## config.mk

```make
export PLATFORM = sky130hd
export DESIGN_NAME = tcp_syn_option_parser_top
export DESIGN_NICKNAME = d
export VERILOG_FILES = /design/src/sv/tsop_pkg.sv /design/src/sv/tcp_syn_option_parser_top.sv /design/src/sv/tsop_in_stage.sv /design/src/sv/tsop_walker.sv /design/src/sv/tsop_out_stage.sv
export SDC_FILE = /design/constraint.sdc
export NUM_CORES = 1
export LEC_CHECK = 0
export BUFFER_PORTS_ARGS = -buffer_cell sky130_fd_sc_hd__buf_2
export CAP_MARGIN = 20
export CORE_UTILIZATION = 52
export CTS_CLUSTER_SIZE = 20
export DETAILED_ROUTE_END_ITERATION = 8
export PLACE_DENSITY = 0.71
export SLEW_MARGIN = 5
export SYNTH_ARGS = -nofsm -noshare
export SYNTH_HDL_FRONTEND = slang
export SYNTH_SLANG_ARGS = --single-unit
```

## constraint.sdc

```tcl
create_clock -name clk_i -period 7.6 [get_ports clk_i]
set_input_delay 2.28 -clock clk_i [delete_from_list [all_inputs] [get_ports clk_i]]
set_output_delay 2.28 -clock clk_i [all_outputs]
set_load 0.05 [all_outputs]
```

## src/sv/tsop_pkg.sv

```systemverilog
// Package for the TCP SYN option parser: transaction payload types and option codes.
// It has no dependencies. Every module of the parser imports it.
package tsop_pkg;

  // One input transaction: one byte of the option area plus its framing marks.
  typedef struct packed {
    logic [7:0] opt_byte;
    logic       byte_valid;
    logic       first_byte;
    logic       last_byte;
    logic [7:0] tcp_flags;
  } tsop_in_t;

  // One result transaction, given once per option area.
  typedef struct packed {
    logic [31:0] timestamp_value;
    logic [3:0]  window_scale;
    logic        timestamp_ok;
    logic        window_scale_ok;
    logic        sack_ok;
    logic        ecn_ok;
  } tsop_out_t;

  // Option kinds and the lengths that are recorded.
  localparam logic [7:0] KIND_EOL       = 8'd0;
  localparam logic [7:0] KIND_NOP       = 8'd1;
  localparam logic [7:0] KIND_WSCALE    = 8'd3;
  localparam logic [7:0] KIND_SACK_PERM = 8'd4;
  localparam logic [7:0] KIND_TSTAMP    = 8'd8;

  localparam logic [7:0] LEN_MIN        = 8'd2;
  localparam logic [7:0] LEN_SACK_PERM  = 8'd2;
  localparam logic [7:0] LEN_WSCALE     = 8'd3;
  localparam logic [7:0] LEN_TSTAMP     = 8'd10;

  // Data bytes of the timestamp value sit at option positions 2 through 5.
  localparam logic [7:0] TS_VALUE_LAST_POS = 8'd5;
  // First data byte of any option.
  localparam logic [7:0] DATA_FIRST_POS    = 8'd2;

  localparam logic [3:0] MAX_WSCALE     = 4'd14;
  localparam logic [7:0] ECN_FLAGS_MASK = 8'hC0;

  // Bit positions in the found vector.
  localparam int unsigned FOUND_TS   = 0;
  localparam int unsigned FOUND_WS   = 1;
  localparam int unsigned FOUND_SACK = 2;
  localparam int unsigned FOUND_ECN  = 3;

endpackage

```

## src/sv/tcp_syn_option_parser_top.sv

```systemverilog
// Top level of the TCP SYN option parser: input register, option walker, result register.
// Depends on tsop_pkg, tsop_in_stage, tsop_walker and tsop_out_stage.
//
//   Channel  Direction  Handshake                 Payload
//   in       input      in_valid_i / in_stall_o   in_data_i  (tsop_in_t, one option byte)
//   out      output     out_valid_o / out_stall_i out_data_o (tsop_out_t, one per area)
//
// Each input transaction is registered, walked through the option state and, on the area's
// last byte, written to the result register, so a result passes the input register and then
// the result register before it is offered on out. One byte is accepted every cycle; the only
// thing that holds the input back is a last byte that finds the result register still full
// and stalled.
// Reset clears the per-header state, both valid flags and every running counter.
// Output stall propagates combinationally to in_stall_o through the input register.
module tcp_syn_option_parser_top
  import tsop_pkg::*;
#(
  parameter int unsigned MAX_OPTION_STEPS = 10,
  parameter int unsigned MAX_AREA_BYTES   = 40
) (
  input  logic      clk_i,
  input  logic      rst_ni,
  input  logic      in_valid_i,
  output logic      in_stall_o,
  input  tsop_in_t  in_data_i,
  output logic      out_valid_o,
  input  logic      out_stall_i,
  output tsop_out_t out_data_o
);

  logic      item_valid;
  tsop_in_t  item;
  logic      take;
  logic      out_free;
  logic      res_valid;
  tsop_out_t res;

  // A byte that ends the area needs room in the result register; any other byte moves on.
  assign take = item_valid && (!item.last_byte || out_free);

  tsop_in_stage u_in_stage (
    .clk_i        (clk_i),
    .rst_ni       (rst_ni),
    .in_valid_i   (in_valid_i),
    .in_stall_o   (in_stall_o),
    .in_data_i    (in_data_i),
    .take_i       (take),
    .item_valid_o (item_valid),
    .item_o       (item)
  );

  tsop_walker #(
    .MAX_OPTION_STEPS (MAX_OPTION_STEPS),
    .MAX_AREA_BYTES   (MAX_AREA_BYTES)
  ) u_walker (
    .clk_i       (clk_i),
    .rst_ni      (rst_ni),
    .take_i      (take),
    .item_i      (item),
    .res_valid_o (res_valid),
    .res_o       (res)
  );

  tsop_out_stage u_out_stage (
    .clk_i       (clk_i),
    .rst_ni      (rst_ni),
    .res_valid_i (res_valid),
    .res_i       (res),
    .free_o      (out_free),
    .out_valid_o (out_valid_o),
    .out_stall_i (out_stall_i),
    .out_data_o  (out_data_o)
  );

  // A new result only follows a consumed last byte.
  assert property (@(posedge clk_i) disable iff (!rst_ni)
    $rose(out_valid_o) |-> $past(item_valid && item.last_byte))
    else $error("result appeared without a last byte");

  // Values are zero unless their option was committed, and the scale is clamped.
  assert property (@(posedge clk_i) disable iff (!rst_ni)
    out_valid_o && !out_data_o.timestamp_ok |-> out_data_o.timestamp_value == '0)
    else $error("timestamp value without timestamp option");

  assert property (@(posedge clk_i) disable iff (!rst_ni)
    out_valid_o |-> (out_data_o.window_scale <= MAX_WSCALE) &&
                    (out_data_o.window_scale_ok || out_data_o.window_scale == '0))
    else $error("window scale out of range or not committed");

endmodule

```

## src/sv/tsop_in_stage.sv

```systemverilog
// Input register of the TCP SYN option parser.
// It holds one accepted input transaction until the option walker consumes it. Uses tsop_pkg.
module tsop_in_stage
  import tsop_pkg::*;
(
  input  logic     clk_i,
  input  logic     rst_ni,
  input  logic     in_valid_i,
  output logic     in_stall_o,
  input  tsop_in_t in_data_i,
  input  logic     take_i,
  output logic     item_valid_o,
  output tsop_in_t item_o
);

  logic     valid_q;
  logic     valid_d;
  tsop_in_t data_q;
  logic     load;

  // The register can be refilled in the same cycle that its content is consumed.
  assign in_stall_o = valid_q && !take_i;
  assign load       = in_valid_i && !in_stall_o;
  assign valid_d    = load || (valid_q && !take_i);

  always_ff @(posedge clk_i or negedge rst_ni) begin
    if (!rst_ni) begin
      valid_q <= 1'b0;
    end else begin
      valid_q <= valid_d;
    end
  end

  always_ff @(posedge clk_i) begin
    if (load) begin
      data_q <= in_data_i;
    end
  end

  assign item_valid_o = valid_q;
  assign item_o       = data_q;

endmodule

```

## src/sv/tsop_walker.sv

```systemverilog
// Option walker of the TCP SYN option parser: per-header running state and its update.
// It takes one byte per consumed transaction and forms the result on the last byte. Uses tsop_pkg.
module tsop_walker
  import tsop_pkg::*;
#(
  parameter int unsigned MAX_OPTION_STEPS = 10,
  parameter int unsigned MAX_AREA_BYTES   = 40
) (
  input  logic      clk_i,
  input  logic      rst_ni,
  input  logic      take_i,
  input  tsop_in_t  item_i,
  output logic      res_valid_o,
  output tsop_out_t res_o
);

  localparam int unsigned AW = $clog2(MAX_AREA_BYTES + 1);
  localparam int unsigned SW = $clog2(MAX_OPTION_STEPS + 1);

  logic [AW-1:0] offset_q,   offset_d;
  logic [7:0]    kind_q,     kind_d;
  logic [7:0]    length_q,   length_d;
  logic [AW-1:0] position_q, position_d;
  logic [SW-1:0] steps_q,    steps_d;
  logic          stopped_q,  stopped_d;
  logic [31:0]   pending_q,  pending_d;
  logic [31:0]   kept_ts_q,  kept_ts_d;
  logic [3:0]    kept_ws_q,  kept_ws_d;
  logic [3:0]    found_q,    found_d;

  // State after this transaction's byte, before the end-of-area clear.
  logic [AW-1:0] offset_n;
  logic [7:0]    kind_n;
  logic [7:0]    length_n;
  logic [AW-1:0] position_n;
  logic [SW-1:0] steps_n;
  logic          stopped_n;
  logic [31:0]   pending_n;
  logic [31:0]   kept_ts_n;
  logic [3:0]    kept_ws_n;
  logic [3:0]    found_n;

  always_comb begin
    logic [7:0]    b;
    logic [8:0]    end_sum;
    logic [AW-1:0] pos_inc;
    logic          is_ts;
    logic          is_ws;

    b = item_i.opt_byte;

    // A first mark starts from a cleared header and samples the flags.
    if (item_i.first_byte) begin
      offset_n   = '0;
      kind_n     = '0;
      length_n   = '0;
      position_n = '0;
      steps_n    = '0;
      stopped_n  = 1'b0;
      pending_n  = '0;
      kept_ts_n  = '0;
      kept_ws_n  = '0;
      found_n    = '0;
      found_n[FOUND_ECN] = (item_i.tcp_flags & ECN_FLAGS_MASK) == ECN_FLAGS_MASK;
    end else begin
      offset_n   = offset_q;
      kind_n     = kind_q;
      length_n   = length_q;
      position_n = position_q;
      steps_n    = steps_q;
      stopped_n  = stopped_q;
      pending_n  = pending_q;
      kept_ts_n  = kept_ts_q;
      kept_ws_n  = kept_ws_q;
      found_n    = found_q;
    end

    is_ts   = (kind_n == KIND_TSTAMP) && (length_n == LEN_TSTAMP);
    is_ws   = (kind_n == KIND_WSCALE) && (length_n == LEN_WSCALE);
    end_sum = 9'(offset_n - AW'(1)) + 9'(b);
    pos_inc = position_n + AW'(1);

    if (item_i.byte_valid && !stopped_n) begin
      if (offset_n >= AW'(MAX_AREA_BYTES)) begin
        stopped_n = 1'b1;
      end else begin
        if (position_n == '0) begin
          // Kind byte.
          if (steps_n >= SW'(MAX_OPTION_STEPS) || b == KIND_EOL) begin
            stopped_n = 1'b1;
          end else begin
            steps_n = steps_n + SW'(1);
            if (b != KIND_NOP) begin
              kind_n     = b;
              position_n = AW'(1);
              pending_n  = '0;
            end
          end
        end else if (position_n == AW'(1)) begin
          // Length byte: the whole option must fit in the area.
          if (b < LEN_MIN || end_sum > 9'(MAX_AREA_BYTES)) begin
            stopped_n = 1'b1;
          end else begin
            length_n = b;
            if (b == LEN_SACK_PERM) begin
              if (kind_n == KIND_SACK_PERM) begin
                found_n[FOUND_SACK] = 1'b1;
              end
              position_n = '0;
            end else begin
              position_n = AW'(DATA_FIRST_POS);
            end
          end
        end else begin
          // Data byte.
          if (is_ts && 8'(position_n) <= TS_VALUE_LAST_POS) begin
            pending_n = {pending_n[23:0], b};
          end else if (is_ws && 8'(position_n) == DATA_FIRST_POS) begin
            pending_n = 32'(b);
          end
          position_n = pos_inc;
          if (8'(pos_inc) >= length_n) begin
            if (is_ws) begin
              kept_ws_n = (pending_n > 32'(MAX_WSCALE)) ? MAX_WSCALE : pending_n[3:0];
              found_n[FOUND_WS] = 1'b1;
            end else if (is_ts) begin
              kept_ts_n = pending_n;
              found_n[FOUND_TS] = 1'b1;
            end
            position_n = '0;
            pending_n  = '0;
          end
        end
        offset_n = offset_n + AW'(1);
      end
    end
  end

  // The result reflects the state after this byte; then the header is cleared.
  always_comb begin
    res_valid_o           = take_i && item_i.last_byte;
    res_o.timestamp_value = found_n[FOUND_TS] ? kept_ts_n : '0;
    res_o.window_scale    = found_n[FOUND_WS] ? kept_ws_n : '0;
    res_o.timestamp_ok    = found_n[FOUND_TS];
    res_o.window_scale_ok = found_n[FOUND_WS];
    res_o.sack_ok         = found_n[FOUND_SACK];
    res_o.ecn_ok          = found_n[FOUND_ECN];
  end

  always_comb begin
    offset_d   = offset_q;
    kind_d     = kind_q;
    length_d   = length_q;
    position_d = position_q;
    steps_d    = steps_q;
    stopped_d  = stopped_q;
    pending_d  = pending_q;
    kept_ts_d  = kept_ts_q;
    kept_ws_d  = kept_ws_q;
    found_d    = found_q;
    if (take_i) begin
      if (item_i.last_byte) begin
        offset_d   = '0;
        kind_d     = '0;
        length_d   = '0;
        position_d = '0;
        steps_d    = '0;
        stopped_d  = 1'b0;
        pending_d  = '0;
        kept_ts_d  = '0;
        kept_ws_d  = '0;
        found_d    = '0;
      end else begin
        offset_d   = offset_n;
        kind_d     = kind_n;
        length_d   = length_n;
        position_d = position_n;
        steps_d    = steps_n;
        stopped_d  = stopped_n;
        pending_d  = pending_n;
        kept_ts_d  = kept_ts_n;
        kept_ws_d  = kept_ws_n;
        found_d    = found_n;
      end
    end
  end

  always_ff @(posedge clk_i or negedge rst_ni) begin
    if (!rst_ni) begin
      offset_q   <= '0;
      kind_q     <= '0;
      length_q   <= '0;
      position_q <= '0;
      steps_q    <= '0;
      stopped_q  <= 1'b0;
      pending_q  <= '0;
      kept_ts_q  <= '0;
      kept_ws_q  <= '0;
      found_q    <= '0;
    end else begin
      offset_q   <= offset_d;
      kind_q     <= kind_d;
      length_q   <= length_d;
      position_q <= position_d;
      steps_q    <= steps_d;
      stopped_q  <= stopped_d;
      pending_q  <= pending_d;
      kept_ts_q  <= kept_ts_d;
      kept_ws_q  <= kept_ws_d;
      found_q    <= found_d;
    end
  end

endmodule

```

## src/sv/tsop_out_stage.sv

```systemverilog
// Result register of the TCP SYN option parser.
// It holds one result transaction until the downstream side takes it. Uses tsop_pkg.
module tsop_out_stage
  import tsop_pkg::*;
(
  input  logic      clk_i,
  input  logic      rst_ni,
  input  logic      res_valid_i,
  input  tsop_out_t res_i,
  output logic      free_o,
  output logic      out_valid_o,
  input  logic      out_stall_i,
  output tsop_out_t out_data_o
);

  logic      valid_q;
  logic      valid_d;
  tsop_out_t data_q;

  // The register is free when empty or when its result leaves this cycle.
  assign free_o  = !valid_q || !out_stall_i;
  assign valid_d = res_valid_i || (valid_q && out_stall_i);

  always_ff @(posedge clk_i or negedge rst_ni) begin
    if (!rst_ni) begin
      valid_q <= 1'b0;
    end else begin
      valid_q <= valid_d;
    end
  end

  always_ff @(posedge clk_i) begin
    if (res_valid_i) begin
      data_q <= res_i;
    end
  end

  assign out_valid_o = valid_q;
  assign out_data_o  = data_q;

endmodule
```

==> out/metrics.csv <==
metric;value;unit
Synth async-reset ratio;66.9;%
nature of the critical path endpoint;primary output;
initial antenna violation count;0;
Clk pin slew, worst setup/hold paths;0.06;ns
initial DRC count;645;
Leak;3.95;nW
buffer count from post-CTS setup fixing;0;
Tot GR Track Use;27.9;%
Hold Crit Class;flop to flop;
fraction of layout instances using a drive strength above 1;12.4;%
slowest cell delay on critical path;0.26;ns
Post-Syn Area per Cell;9.67;µm²
number of synthesized flops with an enable pin;53;
Post-Syn Nets;889;
ant diodes;0;
Mapped Cells;846;
Unique masters post-synth;60;
Post-CTS Hold Buffers;0;
CTS tree;yes;
PwrDens;223;mW/mm²
Area Overhead vs Synth;13.4;%
Slew @ Worst Pin;1.13;ns
global route total overflow;0;
Crit-path slowest cell;buf_2;
Synthesis Warnings;0;
die width;127;µm
detailed placement HPWL;14.7;mm
depth of the CTS H-tree;4;
Main synth FF type;dfrtp_1;
top cells by area, synth;dfrtp_1, edfxtp_1, nand2_1;
DIE AREA;0.0162;mm²
Final setup viols;0;
WL/cell;19.3;µm
chip height;127;µm
# fillers;1261;
Max Fclk;0.195;GHz
DR pass1 iterations;6;
Resize count post-CTS;0;
Post-Syn Area;0.00818;mm²
routed wire length;21.5;mm
register area share after synthesis;52.2;%
starting density of the core;53.6;%
global placer's final weighted congestion;0.893;
relative slew slack;24.1;%
Worst VDD drop;0.152;mV
RSZ-0062 raised after global routing;false;
critical path arrival;2.85;ns
Hold Vio Cnt, Final;0;
max-slew violations;0;
Final period util;67.5;%
CTS Buf Count;17;
Yosys top cell by area;dfrtp_1;
Port Buffers;58;
DR vias;7135;
Root Driver;clkbuf_16;
Max Root-Sink Buffers;2;
number of global-route vias before repair;6786;
setup tns final;0;ns
fin crit period;5.13;ns
WP data required;5.32;ns
Core Area;0.0153;mm²
largest net degree at the start of global routing;80;
Sink Count;160;
Max Cap Viol;0;
post-synth top area share;32.7;%
type of origin of the critical path;input port;
most used cell, CP;buf_2;
DRC violation count after routing;0;
crit-path cells;buf_2 > nand4_1 > inv_1 > buf_2;
critical-path maximum fanout;3;
IO Pins;65;
Detail Route Antenna Nets;0;
total chip power;2.06;mW
Via density;6.42;
Worst Clk Skew;0.00947;ns
global-route wire length before repair;35.2;mm
final net count;931;
Setup CP Type;input port to primary output;
status;complete, no violations;
# rows;45;
Seq cells post-synth;160;
Skew-Pair Late Insertion Delay;0.43;ns
-- Yosys cell counts (3+ instances only) --
library cell,n
a21o_1,11
a21oi_1,44
a22o_1,40
a22oi_1,14
a31oi_1,14
a32o_1,3
a41o_1,3
a41oi_1,5
and2_1,4
and3_1,18
and4_1,5
buf_1,4
clkbuf_1,39
dfrtp_1,107
edfxtp_1,53
ha_1,19
inv_1,17
mux2i_1,3
nand2_1,137
nand3_1,45
nand3b_1,3
nand4_1,7
nor2_1,45
nor2b_1,9
nor3_1,18
nor4_1,16
o211ai_1,8
o21a_1,6
o21ai_0,82
o21bai_1,4
o31ai_1,4
or3_1,3
or4_1,6
xnor2_1,8
xor2_1,6
-- cell families (layout without fill, tap and decap cells) --
family,Yosys count,count (layout),share of synthesized area [%]
AOI/OAI and AO/OA,253,253,20.1
and+or+nand+nor,331,331,19.4
DFF,160,160,52.2
muxes,3,3,0.367
buffers and inverters,65,120,3.24
xor gates and xnor gates,14,14,1.50
adders and majority gates,20,20,3.15
-- per-stage QoR --
stage	worst slack, ns	std cells	utilization [%]	instance area (µm²)	hold slack, ns
5_1_grt	2.43	1112	60.8	9280	0.499
6_report	2.47	1112	60.8	9280	0.478
3_5_place_dp	2.47	1078	56.6	8630	0.468
2_1_floorplan	2.59	846	-	8180	0.439
4_1_cts	2.47	1110	60.6	9240	0.483
3_3_place_gp	2.47	1078	56.6	8630	0.458
-- registers in the layout, summed over array words and instances, names as in the netlist --
name,flops
u_out_stage.out_data_o,40
u_walker.kept_ts_q,32
u_walker.pending_q,32
u_in_stage.item_o,13
u_walker.kind_q,8
u_walker.length_q,8
u_walker.offset_q,6
u_walker.position_q,6
u_walker.found_q,4
u_walker.kept_ws_q,4
u_walker.steps_q,4
u_in_stage.item_valid_o,1
u_out_stage.out_valid_o,1
u_walker.stopped_q,1
-- critical path, delay by kind of cell --
| kind | cells | cell delay [ns] |
|---|---|---|
| AND/OR/NAND/NOR | 1 | 0.12 |
| buffers and inverters | 3 | 0.45 |
-- cell type report --
cell class / instances / area, µm² / share of cell area [%]
Sequential cell: 160 / 4270 / 46.0
Multi-Input combinational cell: 621 / 3660 / 39.5
Clock buffer: 18 / 429 / 4.63
Timing Repair Buffer: 71 / 410 / 4.42
Tap cell: 211 / 264 / 2.85
Clock inverter: 14 / 178 / 1.92
Inverter: 17 / 63.8 / 0.688
-- power breakdown --
part / total, mW / switching [mW] / internal (mW)
logic: 0.237 / 0.166 / 0.0710
registers: 0.941 / 0.0255 / 0.915
clock network: 0.887 / 0.364 / 0.523
-- cell usage in the layout (no fill, tap or decap), types with 15 or more instances in the layout --
master     instances
nor4_1            15
edfxtp_1          53
ha_1              19
dfrtp_1          107
nand3_1           45
clkbuf_16         17
nand2_1          137
a22o_1            40
nor2_1            44
inv_1             17
a21oi_1           44
buf_2             57
o21ai_0           81
nor3_1            17
and3_1            18
-- worst paths after layout --
kind	endpoint	slack (ns)	cells after the start	from
setup / recovery	in_stall_o	2.47	4	out_stall_i
hold / removal	u_walker.found_q[1]$_DFFE_PN0P_	0.48	2	u_walker.found_q[1]$_DFFE_PN0P_
setup reg to reg	u_out_stage.out_data_o[7]$_SDFFCE_PP0P_	3.01	9	u_in_stage.item_o[9]$_DFFE_PP_
hold reg to reg	u_walker.found_q[1]$_DFFE_PN0P_	0.48	2	u_walker.found_q[1]$_DFFE_PN0P_
max in group asynchronous	u_walker.kept_ws_q[1]$_DFFE_PN0P_	4.86	3	rst_ni
min in group asynchronous	u_walker.pending_q[5]$_DFFE_PN0P_	1.77	1	rst_ni
-- metal layers --
metal  track usage, %  up-vias  share of wire (%)
met3             4.86       58                6.3
met1             36.2     3538                 41
met5                0        -                  0
met2             46.1      322                 49
met4             12.5        0                3.1
li1                 -     3217                  -
Power figures use the tool's default switching activity.
